`src/hw/rtl/oks_pkg.sv`:
```
package oks_pkg;

    localparam int CAPACITY_DEF = 64;

    localparam logic [2:0] ACT_INSERT = 3'd0;
    localparam logic [2:0] ACT_DELETE = 3'd1;
    localparam logic [2:0] ACT_EXISTS = 3'd2;
    localparam logic [2:0] ACT_NEXT   = 3'd3;
    localparam logic [2:0] ACT_PREV   = 3'd4;

    localparam logic [1:0] ST_DONE = 2'd0;
    localparam logic [1:0] ST_NONE = 2'd1;
    localparam logic [1:0] ST_FULL = 2'd2;

    typedef struct packed {
        logic        found;
        logic [31:0] neighbor_key;
        logic [1:0]  status;
    } oks_result_t;

endpackage

```
`src/hw/rtl/oks_store.sv`:
```
// Sorted key store: one synchronous memory, one read and one write port.
module oks_store #(
    parameter int CAPACITY = oks_pkg::CAPACITY_DEF,
    localparam int AW = (CAPACITY > 1) ? $clog2(CAPACITY) : 1
) (
    input  logic          clk,
    input  logic          wr_en,
    input  logic [AW-1:0] wr_addr,
    input  logic [31:0]   wr_data,
    input  logic [AW-1:0] rd_addr,
    output logic [31:0]   rd_data
);
    logic [31:0] mem [CAPACITY];

    always_ff @(posedge clk)
    begin
        if (wr_en)
        begin
            mem[wr_addr] <= wr_data;
        end
        rd_data <= mem[rd_addr];
    end
endmodule

```
`src/hw/rtl/oks_ctrl.sv`:
```
// Sequencer: binary search over the store, then shift for insert/delete.
module oks_ctrl #(
    parameter int CAPACITY = oks_pkg::CAPACITY_DEF,
    localparam int AW = (CAPACITY > 1) ? $clog2(CAPACITY) : 1,
    localparam int CW = $clog2(CAPACITY + 2)
) (
    input  logic          clk,
    input  logic          rst_n,
    input  logic          in_valid,
    output logic          in_ready,
    input  logic [2:0]    in_action,
    input  logic [31:0]   in_key,
    output logic          res_valid,
    input  logic          res_ready,
    output oks_pkg::oks_result_t res,
    output logic          wr_en,
    output logic [AW-1:0] wr_addr,
    output logic [31:0]   wr_data,
    output logic [AW-1:0] rd_addr,
    input  logic [31:0]   rd_data
);
    import oks_pkg::*;

    localparam logic [2:0] S_IDLE  = 3'd0;
    localparam logic [2:0] S_SRCH  = 3'd1;
    localparam logic [2:0] S_CHK   = 3'd2;
    localparam logic [2:0] S_SHIFT = 3'd3;
    localparam logic [2:0] S_NBR   = 3'd4;
    localparam logic [2:0] S_OUT   = 3'd5;

    logic [2:0]  state_reg, state_next;
    logic [2:0]  act_reg, act_next;
    logic [31:0] u_reg, u_next;
    logic [CW-1:0] count_reg, count_next;
    logic [CW-1:0] lo_reg, lo_next, hi_reg, hi_next;
    logic [CW-1:0] idx_reg, idx_next;
    logic          pres_reg, pres_next;
    oks_result_t   res_reg, res_next;
    oks_result_t   out_reg, out_next;
    logic          rv_reg, rv_next;
    logic [CW-1:0] mid;
    logic [CW-1:0] rd_idx;
    logic [31:0]   rd_u;

    assign mid       = lo_reg + ((hi_reg - lo_reg) >> 1);
    assign rd_u      = rd_data;
    assign in_ready  = (state_reg == S_IDLE);
    assign res_valid = rv_reg;
    assign res       = out_reg;
    assign rd_addr   = rd_idx[AW-1:0];

    always_comb
    begin
        state_next = state_reg;
        act_next   = act_reg;
        u_next     = u_reg;
        count_next = count_reg;
        lo_next    = lo_reg;
        hi_next    = hi_reg;
        idx_next   = idx_reg;
        pres_next  = pres_reg;
        res_next   = res_reg;
        out_next   = out_reg;
        rv_next    = rv_reg;
        rd_idx     = mid;
        wr_en      = 1'b0;
        wr_addr    = idx_reg[AW-1:0];
        wr_data    = u_reg;
        if (rv_reg && res_ready)
        begin
            rv_next = 1'b0;
        end
        case (state_reg)
            S_IDLE:
            begin
                if (in_valid && in_ready)
                begin
                    act_next   = in_action;
                    u_next     = {~in_key[31], in_key[30:0]};
                    lo_next    = '0;
                    hi_next    = count_reg;
                    state_next = S_SRCH;
                end
            end
            // issue read at mid, or finish search and read entry lo
            S_SRCH:
            begin
                if (lo_reg < hi_reg)
                begin
                    idx_next   = mid;
                    state_next = S_CHK;
                end
                else
                begin
                    rd_idx     = lo_reg;
                    idx_next   = lo_reg;
                    hi_next    = '1;
                    state_next = S_CHK;
                end
            end
            S_CHK:
            begin
                if (hi_reg != '1)
                begin
                    if (rd_u < u_reg)
                    begin
                        lo_next = idx_reg + 1'b1;
                    end
                    else
                    begin
                        hi_next = idx_reg;
                    end
                    state_next = S_SRCH;
                end
                else
                begin
                    // idx_reg = pos, rd_data = entry pos
                    pres_next = (idx_reg < count_reg) && (rd_u == u_reg);
                    res_next  = '{found: 1'b0, neighbor_key: 32'd0, status: ST_NONE};
                    state_next = S_OUT;
                    case (act_reg)
                        ACT_INSERT:
                        begin
                            if ((idx_reg < count_reg) && (rd_u == u_reg))
                            begin
                                res_next.status = ST_DONE;
                            end
                            else if (count_reg >= CW'(CAPACITY))
                            begin
                                res_next.status = ST_FULL;
                            end
                            else
                            begin
                                res_next.status = ST_DONE;
                                lo_next    = idx_reg;
                                idx_next   = count_reg;
                                rd_idx     = count_reg - 1'b1;
                                state_next = S_SHIFT;
                            end
                        end
                        ACT_DELETE:
                        begin
                            if ((idx_reg < count_reg) && (rd_u == u_reg))
                            begin
                                res_next.status = ST_DONE;
                                rd_idx     = idx_reg + 1'b1;
                                state_next = S_SHIFT;
                            end
                        end
                        ACT_EXISTS:
                        begin
                            if ((idx_reg < count_reg) && (rd_u == u_reg))
                            begin
                                res_next.found  = 1'b1;
                                res_next.status = ST_DONE;
                            end
                        end
                        ACT_NEXT:
                        begin
                            if ((idx_reg < count_reg) && (rd_u == u_reg))
                            begin
                                idx_next = idx_reg + 1'b1;
                                rd_idx   = idx_reg + 1'b1;
                                state_next = S_NBR;
                            end
                            else if (idx_reg < count_reg)
                            begin
                                res_next = '{found: 1'b1,
                                    neighbor_key: {~rd_u[31], rd_u[30:0]},
                                    status: ST_DONE};
                            end
                        end
                        ACT_PREV:
                        begin
                            if (idx_reg != '0)
                            begin
                                rd_idx     = idx_reg - 1'b1;
                                state_next = S_NBR;
                            end
                        end
                        default:
                        begin
                        end
                    endcase
                end
            end
            // insert: rd_data = entry idx-1 ; delete: rd_data = entry idx+1
            S_SHIFT:
            begin
                wr_en = 1'b1;
                if (act_reg == ACT_INSERT)
                begin
                    if (idx_reg == lo_reg)
                    begin
                        wr_data    = u_reg;
                        count_next = count_reg + 1'b1;
                        state_next = S_OUT;
                    end
                    else
                    begin
                        wr_data  = rd_u;
                        idx_next = idx_reg - 1'b1;
                        rd_idx   = idx_reg - 2'd2;
                    end
                end
                else
                begin
                    if (idx_reg + 1'b1 >= count_reg)
                    begin
                        wr_en      = 1'b0;
                        count_next = count_reg - 1'b1;
                        state_next = S_OUT;
                    end
                    else
                    begin
                        wr_data  = rd_u;
                        idx_next = idx_reg + 1'b1;
                        rd_idx   = idx_reg + 2'd2;
                    end
                end
            end
            // prev always has its neighbor here; next only below the count
            S_NBR:
            begin
                state_next = S_OUT;
                if ((act_reg == ACT_PREV) || (idx_reg < count_reg))
                begin
                    res_next = '{found: 1'b1,
                        neighbor_key: {~rd_u[31], rd_u[30:0]}, status: ST_DONE};
                end
            end
            // hand over to the output register once it is free
            S_OUT:
            begin
                if (!rv_reg || res_ready)
                begin
                    rv_next    = 1'b1;
                    out_next   = res_reg;
                    state_next = S_IDLE;
                end
            end
            default:
            begin
                state_next = S_IDLE;
            end
        endcase
    end

    always_ff @(posedge clk or negedge rst_n)
    begin
        if (!rst_n)
        begin
            state_reg <= S_IDLE;
            count_reg <= '0;
            rv_reg    <= 1'b0;
        end
        else
        begin
            state_reg <= state_next;
            count_reg <= count_next;
            rv_reg    <= rv_next;
        end
    end

    always_ff @(posedge clk)
    begin
        act_reg  <= act_next;
        u_reg    <= u_next;
        lo_reg   <= lo_next;
        hi_reg   <= hi_next;
        idx_reg  <= idx_next;
        pres_reg <= pres_next;
        res_reg  <= res_next;
        out_reg  <= out_next;
    end

    assert property (@(posedge clk) disable iff (!rst_n)
        count_reg <= CW'(CAPACITY))
        else $error("count over capacity");
    assert property (@(posedge clk) disable iff (!rst_n)
        (state_reg == S_SHIFT && act_reg == ACT_DELETE) |-> pres_reg)
        else $error("delete shift without hit");
    assert property (@(posedge clk) disable iff (!rst_n)
        (in_valid && in_ready) |=> !in_ready)
        else $error("accepted twice");
endmodule

```
`src/hw/rtl/ordered_key_set.sv`:
```
// Ordered key set: signed 32-bit keys kept sorted in one on-chip memory.
// Slave channel s_axis carries a request: action and key. Master channel
// m_axis returns exactly one result per request: found, neighbor key,
// status (0 done, 1 none/absent, 2 full).
// One request is worked at a time. Lookup is a binary search, each probe
// a read issued in S_SRCH and checked in S_CHK through the single read
// port. Insert and delete then shift the tail one entry per cycle.
// Reset clears the key count, the state and the result-valid flag; memory contents need no clearing.
// The result sits in an output register until m_axis_tready is high;
// meanwhile the next request is taken and worked, and it waits for the
// output register to free before its own result is handed over.
module ordered_key_set #(
    parameter int CAPACITY = oks_pkg::CAPACITY_DEF
) (
    input  logic        clk,
    input  logic        rst_n,
    input  logic        s_axis_tvalid,
    output logic        s_axis_tready,
    input  logic [39:0] s_axis_tdata,  // action[2:0], key[34:3], zero pad
    output logic        m_axis_tvalid,
    input  logic        m_axis_tready,
    output logic [39:0] m_axis_tdata   // found[0], neighbor_key[32:1], status[34:33]
);
    import oks_pkg::*;

    localparam int AW = (CAPACITY > 1) ? $clog2(CAPACITY) : 1;

    logic          wr_en;
    logic [AW-1:0] wr_addr, rd_addr;
    logic [31:0]   wr_data, rd_data;
    oks_result_t   res;

    oks_ctrl #(.CAPACITY(CAPACITY)) u_ctrl (
        .clk(clk), .rst_n(rst_n),
        .in_valid(s_axis_tvalid), .in_ready(s_axis_tready),
        .in_action(s_axis_tdata[2:0]), .in_key(s_axis_tdata[34:3]),
        .res_valid(m_axis_tvalid), .res_ready(m_axis_tready), .res(res),
        .wr_en(wr_en), .wr_addr(wr_addr), .wr_data(wr_data),
        .rd_addr(rd_addr), .rd_data(rd_data)
    );

    oks_store #(.CAPACITY(CAPACITY)) u_store (
        .clk(clk), .wr_en(wr_en), .wr_addr(wr_addr), .wr_data(wr_data),
        .rd_addr(rd_addr), .rd_data(rd_data)
    );

    assign m_axis_tdata = {5'd0, res.status, res.neighbor_key, res.found};
endmodule

```
`config.mk`:
```
export PLATFORM = sky130hd
export DESIGN_NAME = ordered_key_set
export DESIGN_NICKNAME = d
export VERILOG_FILES = /design/src/hw/rtl/oks_pkg.sv /design/src/hw/rtl/oks_store.sv /design/src/hw/rtl/oks_ctrl.sv /design/src/hw/rtl/ordered_key_set.sv
export SDC_FILE = /design/constraint.sdc
export NUM_CORES = 2
export LEC_CHECK = 0
export CAP_MARGIN = 20
export CORE_ASPECT_RATIO = 0.75
export CORE_MARGIN = 1
export CORE_UTILIZATION = 55
export CTS_CLUSTER_SIZE = 30
export DETAILED_ROUTE_END_ITERATION = 10
export DONT_BUFFER_PORTS = 1
export MAX_ROUTING_LAYER = met4
export PLACE_DENSITY_LB_ADDON = 0.12
export SETUP_SLACK_MARGIN = 0.05
export SYNTH_ARGS = -nofsm -noshare
export SYNTH_HDL_FRONTEND = slang
export SYNTH_SLANG_ARGS = --single-unit
```
`constraint.sdc`:
```
create_clock -name clk -period 21.5 [get_ports clk]
set_clock_uncertainty 0.1 [all_clocks]
set_input_delay 0 -clock clk [delete_from_list [all_inputs] [get_ports clk]]
set_output_delay 0 -clock clk [all_outputs]
set_load 0.01 [all_outputs]
```
# Yosys cells after proc, flatten, opt, wreduce, memory -nomap -nowiden
# Memory sizes are Yosys's and may differ from the RTL's. A register that Yosys moved wholly into a read port is not among the register bits.
# Cells that the tools add are included.
[word_totals] regBits=137 mem_bits_rw=2048 in_bits=44 output_inout_bits=42 word_cells=158 mem_count=1
[memory_table] memory="u_store.mem" depth=64 word_bits=32 read_ports=1 rd_clocked_by_memory_dff=1 write_ports=1 line="oks_store.sv:13" text="logic [31:0] mem [CAPACITY];"
[op_classes] addsub=8 order_cmp=5 n_eq_ne=32 muxes=72 bitwise_logic=2 reduce_logical=24
[ops] op="2-to-1 mux 32 bit" count=5
[ops] op="2-to-1 mux 7 bit" count=21
[ops] op="2-to-1 mux 35 bit" count=4
[ops] op="one-hot mux 35 bit (2 select lines)" count=1
[ops] op="2-to-1 mux 6 bit" count=8
[ops] op="one-hot mux 7 bit (3 select lines)" count=2
[ops] op="one-hot mux 6 bit (3 select lines)" count=2
[ops] op="equality test 32 bit" count=1
[ops] op="< comparator 32 bit" count=1
[ops] op="one-hot mux 7 bit (2 select lines)" count=2
[ops] op="2-to-1 mux 3 bit" count=9
[ops] op="one-hot mux 3 bit (6 select lines)" count=1
[ops] op="!= test 3 x 2 -> 1 bit, second input constant" count=5
[ops] op="!= test 3 bit, second input constant" count=5
[ops] op="adder 7 x 1 -> 7 bit, second input constant" count=2
[ops] op="< comparator 7 bit" count=2
[ops] op="subtractor 7 x 1 -> 7 bit, second input constant" count=2
[ops] op="equality test 3 x 2 -> 1 bit, second input constant" count=4
[ops] op="2-to-1 mux 1 bit" count=12
[ops] op="one-hot mux 3 bit (4 select lines)" count=1
[ops] op="!= test 2 bit, second input constant" count=5
[ops] op="equality test 3 bit, second input constant" count=3
[ops] op="AND reduction 8 bit" count=1
[ops] op="adder 7 x 6 -> 7 bit" count=1
[ops] op="27 further kinds" count=43

# Depth between registers and ports, before layout
[logic_depth] depth_word=7 depth_mapped=23 ltp_nobuf=19

# Modules after synthesis
# A second synthesis with hierarchy kept.
[hier_totals] hier_cells=4345 area_unflattened_um2=87629.0
[modules_own_cells] mod="oks_store" instances=1 cells_per_inst=3511 area_each_um2=79039.6 seq_area_each_um2=62139.6
[modules_own_cells] mod="oks_ctrl" instances=1 cells_per_inst=828 area_each_um2=8548.2 seq_area_each_um2=4058.9
[modules_own_cells] mod="ordered_key_set" instances=1 cells_per_inst=6 area_each_um2=41.3 seq_area_each_um2=0.0

# Worst setup path before layout
# OpenSTA, ideal clock, no wires.
[synth_timing] path_type="register to register" from="reg u_ctrl.idx_reg[3]" to="mem u_store.mem[0][0] (data pin)" arrival_time_ns=5.923 t_required_ns=20.698 slack_ns=14.775 path_stages_with_launch=14 period_less_slack_ns=6.725 path_cell_list="edfxtp_1 -> clkbuf_1 -> buf_1 -> nand3_1 -> nor2_1 -> xnor2_1 -> inv_1 -> ha_1 -> and3_1 -> o2111a_1 -> nor4_2 -> o21ai_1 -> clkbuf_1 -> o21ai_0"
[synth_via] elab_chain_cells=5
[synth_lines] item="from (decl)" line="oks_ctrl.sv:36" text="logic [CW-1:0] idx_reg, idx_next;"
[synth_lines] item="from (signal assigned)" line="oks_ctrl.sv:271" text="idx_reg <= idx_next;"
[synth_lines] item="adder 7 x 1 -> 7 bit" line="oks_ctrl.sv:208" text="if (idx_reg + 1'b1 >= count_reg)"
[synth_lines] item=">= comparator 7 bit" line="oks_ctrl.sv:208"
[synth_lines] item="2-to-1 mux 32 bit" line="oks_ctrl.sv:208"
[synth_lines] item="2-to-1 mux 32 bit *" line="oks_ctrl.sv:191" text="if (act_reg == ACT_INSERT)"
[synth_lines] item="2-to-1 mux 32 bit *" line="oks_ctrl.sv:73" text="case (state_reg)"
[synth_lines] item="named net u_ctrl.wr_data[0]" line="oks_ctrl.sv:18" text="output logic [31:0] wr_data,"
[synth_lines] item="to (decl)" line="oks_store.sv:13"
# Mark *: on every way through the listed nets, which the timed path passes. The rest lies on a longest branch.

# Worst setup path after layout
[layout_timing] from="reg u_ctrl.idx_reg[2]" to="reg u_store.rd_data[11], read port of u_store.mem"
[layout_via] elab_chain_cells=6
[layout_lines] item="branches (longest 5 deep; another with adder 7 x 1 -> 7 bit)"
[layout_lines] item="one-hot mux 6 bit (3 select lines) *" line="oks_ctrl.sv:73"
[layout_lines] item="to (decl)" line="oks_store.sv:11" text="output logic [31:0] rd_data"
# Every way passes the cells marked *.
# A chain may end at the register's enable or synchronous reset.

==> results.py <==
metrics = {
    "placed_design": {
        "port_buffers": 0,
        "placement.cell_area_um2": 92300,
        "gpl.final_weighted_congestion": 0.924,
        "dpl.hpwl_um": 141000,
    },
    "yosys": {
        "syn_inst": 6932,
        "netlist_area_um2": 89300,
        "yosysSeqAreaShare": 0.741,
        "synth.avg_cell_area_um2": 12.9,
        "predominant_post_synthesis_flop_cell": "sky130_fd_sc_hd__edfxtp_1",
        "synth_cell_types": 84,
        "number_of_synthesis_warnings": 0,
        "ys_async_sr_fraction": 0.00496,
        "ys_seq_elements": 2217,
        "synth_edf_count": 2174,
    },
    "cells_and_area": {
        "commonest_non_fill_non_tap_cells_in_the_layout": "2174 x sky130_fd_sc_hd__edfxtp_1, 1887 x sky130_fd_sc_hd__nand2_1, 1168 x sky130_fd_sc_hd__nand3_1",
        "mostFrequentLayoutCell": "sky130_fd_sc_hd__edfxtp_1",
        "flow.area_growth_from_synthesis_pct": 11.6,
        "finalInstanceArea_um2": 99700,
        "largest_register_ff_count": 2048,
        "nNetsFinal": 7071,
        "drive_above_1_share": 0.0847,
        "area_of_the_multi_input_gates_um2": 21800,
        "ff_latch_area_um2": 66200,
        "final.fill_count": 12000,
    },
    "global_route": {
        "globalRouteOverflowTotal": 0,
        "grt_util_all_layers": 0.327,
        "grt_start_max_net_pins": 183,
        "grt_pass1_vias": 52400,
        "grt_antenna_before_repair": 20,
        "first_pass_grt_wire_length_um": 372000,
    },
    "clocking": {
        "clk_pin_slew_worst_paths_ns": 0.06,
        "max-clock-path-buffers": 3,
        "numClockSinks": 2217,
        "cts.htree.levels": 4,
        "cts_root_buf": "sky130_fd_sc_hd__clkbuf_16",
        "number_of_buffers_created_by_cts": 204,
        "clk-insertion-delay-late_ns": 0.84,
        "cts_tree": "done",
    },
    "route": {
        "postRouteAntennaNets": 0,
        "post_drt_via_cell_ratio": 6.21,
        "drc": 0,
        "routed_wl_um": 262000,
        "vias": 57500,
        "drtPass1Iterations": 9,
        "initial_drc_count": 8837,
        "route.detailed.wl_per_inst_um": 28.3,
    },
    "timing": {
        "final_number_of_max_transition_violations": 0,
        "final_period_minus_worst_setup_slack_ns": 9.44,
        "rsz0062_at_grt": "no",
        "finalSetupViolCount": 0,
        "relSlewSlack": 0.308,
        "worst_slew_pin_slew_ns": 1.04,
        "final_min_period_over_clock_period": 0.439,
        "achievable-frequency_mhz": 106,
        "tns_ns": 0,
        "timing.final.hold_violations": 0,
    },
    "floorplanning": {
        "io-pin-count": 86,
        "placementRows": 127,
        "die_width_um": 467,
        "die_area_um2": 164000,
        "core_area_um2": 160000,
        "dieHeight_um": 351,
        "initial_core_util": 0.557,
    },
    "hold_path": {
        "worst_hold_path_type": "in2reg",
        "worstHoldEndpoint": "u_ctrl.state_reg[0]",
        "timing.hold.worst.start": "m_axis_tready",
        "whs_path_depth": 5,
    },
    "critical_path": {
        "criticalPathCategory": "reg2reg",
        "rr_worst_depth": 20,
        "arrival_ns": 10.01,
        "required_ns": 22.06,
        "crit_path_end_kind": "register",
        "flop2flop_setup_slack_ns": 12.06,
        "worst_stage_delay_on_the_critical_path_ns": 0.86,
        "critical_path.max_fanout": 137,
        "critPathLaunchType": "register",
        "rr_startpoint": "u_ctrl.idx_reg[2]",
        "cell_chain_critical_path": "ha_1 -> nand4_1 -> xor2_1 -> inv_1 -> ha_1 -> a21o_1 -> a22o_1 -> nor4_2 -> o211ai_1 -> o221a_2 -> nand2_4 -> buf_12 -> buf_4 -> buf_4 -> buf_4 -> mux2i_1 -> a32oi_1 -> o211ai_1 -> nand3_1 -> or4_1",
        "crit_reg_reg_endpoint": "u_store.rd_data[11]",
        "worst_path_max_delay_cell": "sky130_fd_sc_hd__edfxtp_1",
        "critical-path-top-cell-by-count": "sky130_fd_sc_hd__buf_4",
    },
    "job": {
        "timing.max_cap.violations": 0,
    },
    "status": {
        "status": "finished clean",
    },
}
==> through the flow <==
stage	utilization	setup slack (ns)	hold slack [ns]	std cells
floorplan	-	14.77	-0.396	6936
finish	0.621	12.06	0.0702	9263
global placement	0.575	12.32	-0.395	8796
global route	0.621	11.81	0.0894	9261
CTS	0.620	12.35	0.0103	9245
detailed placement	0.575	12.34	-0.395	8797
==> area by class of cell <==
type | instances | area share
Inverter | 59 | 0.00222
Sequential cell | 2217 | 0.664
Clock buffer | 247 | 0.0542
Clock inverter | 125 | 0.0104
Multi-Input combinational cell | 4224 | 0.219
Antenna cell | 13 | 0.000326
Timing Repair Buffer | 250 | 0.0228
Tap cell | 2128 | 0.0267
==> synthesized netlist by cell type (32+ instances only) <==
master / instances / area share
sky130_fd_sc_hd__a21oi_1: 123 / 0.0069
sky130_fd_sc_hd__a311o_1: 32 / 0.0036
sky130_fd_sc_hd__a32oi_1: 36 / 0.0035
sky130_fd_sc_hd__and3_1: 38 / 0.0027
sky130_fd_sc_hd__buf_2: 64 / 0.0036
sky130_fd_sc_hd__clkbuf_1: 331 / 0.014
sky130_fd_sc_hd__dfxtp_1: 32 / 0.0072
sky130_fd_sc_hd__edfxtp_1: 2174 / 0.73
sky130_fd_sc_hd__ha_1: 69 / 0.0097
sky130_fd_sc_hd__inv_1: 58 / 0.0024
sky130_fd_sc_hd__mux2_2: 33 / 0.0042
sky130_fd_sc_hd__mux2i_1: 80 / 0.0090
sky130_fd_sc_hd__nand2_1: 1888 / 0.079
sky130_fd_sc_hd__nand3_1: 1169 / 0.065
sky130_fd_sc_hd__nand4_1: 115 / 0.0081
sky130_fd_sc_hd__nor2_1: 177 / 0.0074
sky130_fd_sc_hd__nor2b_1: 41 / 0.0029
sky130_fd_sc_hd__nor3_1: 52 / 0.0029
sky130_fd_sc_hd__o211ai_1: 70 / 0.0059
sky130_fd_sc_hd__o21ai_0: 49 / 0.0027
sky130_fd_sc_hd__or4_1: 33 / 0.0028
sky130_fd_sc_hd__xnor2_1: 32 / 0.0031
==> per-layer routing <==
metal / track usage / share of wire / vias to the layer above
met5: - / 0 / -
met4: 0.0988 / 0.033 / 0
met3: 0.0702 / 0.12 / 454
met2: 0.459 / 0.43 / 3213
met1: 0.479 / 0.42 / 28500
li1: - / - / 25400
==> critical path: cells and delay by family (launching register included) <==
family	cells	cell delay, ns
AOI/OAI and AO/OA	6	1.09
muxes	1	0.26
xor gates and xnor gates	1	0.42
DFF	1	0.86
adders and majority gates	2	0.77
buffers and inverters	5	2.64
and+or+nand+nor	5	2.63
==> kinds of logic after synthesis <==
logic type	share of synthesized area
compound gates	0.0324
xor+xnor	0.00461
fa+ha+maj	0.0101
buf+inv	0.0222
flops	0.741
mux	0.0132
other cells	0.0000420
simple gates	0.176
==> what timing repair did <==
action,4_1_cts,5_1_grt
endpoints found under the hold margin,126,0
buffers inserted,0,0
gates resized for setup,0,0
hold buffers,76,0
==> worst max-delay path by stage <==
stage	from	endpoint	depth (start not counted)
2_1_floorplan	u_ctrl.idx_reg[3]	u_store.mem[0][0]	13
3_3_place_gp	u_ctrl.idx_reg[2]	u_store.rd_data[11]	20
3_5_place_dp	u_ctrl.idx_reg[2]	u_store.rd_data[11]	20
4_1_cts	u_ctrl.idx_reg[2]	u_store.rd_data[11]	20
5_1_grt	u_ctrl.idx_reg[2]	u_store.rd_data[11]	20
6_report	u_ctrl.idx_reg[2]	u_store.rd_data[11]	20
Power is not shown: default switching activity piles up to over one toggle a cycle in this logic, so the estimate is an artifact.
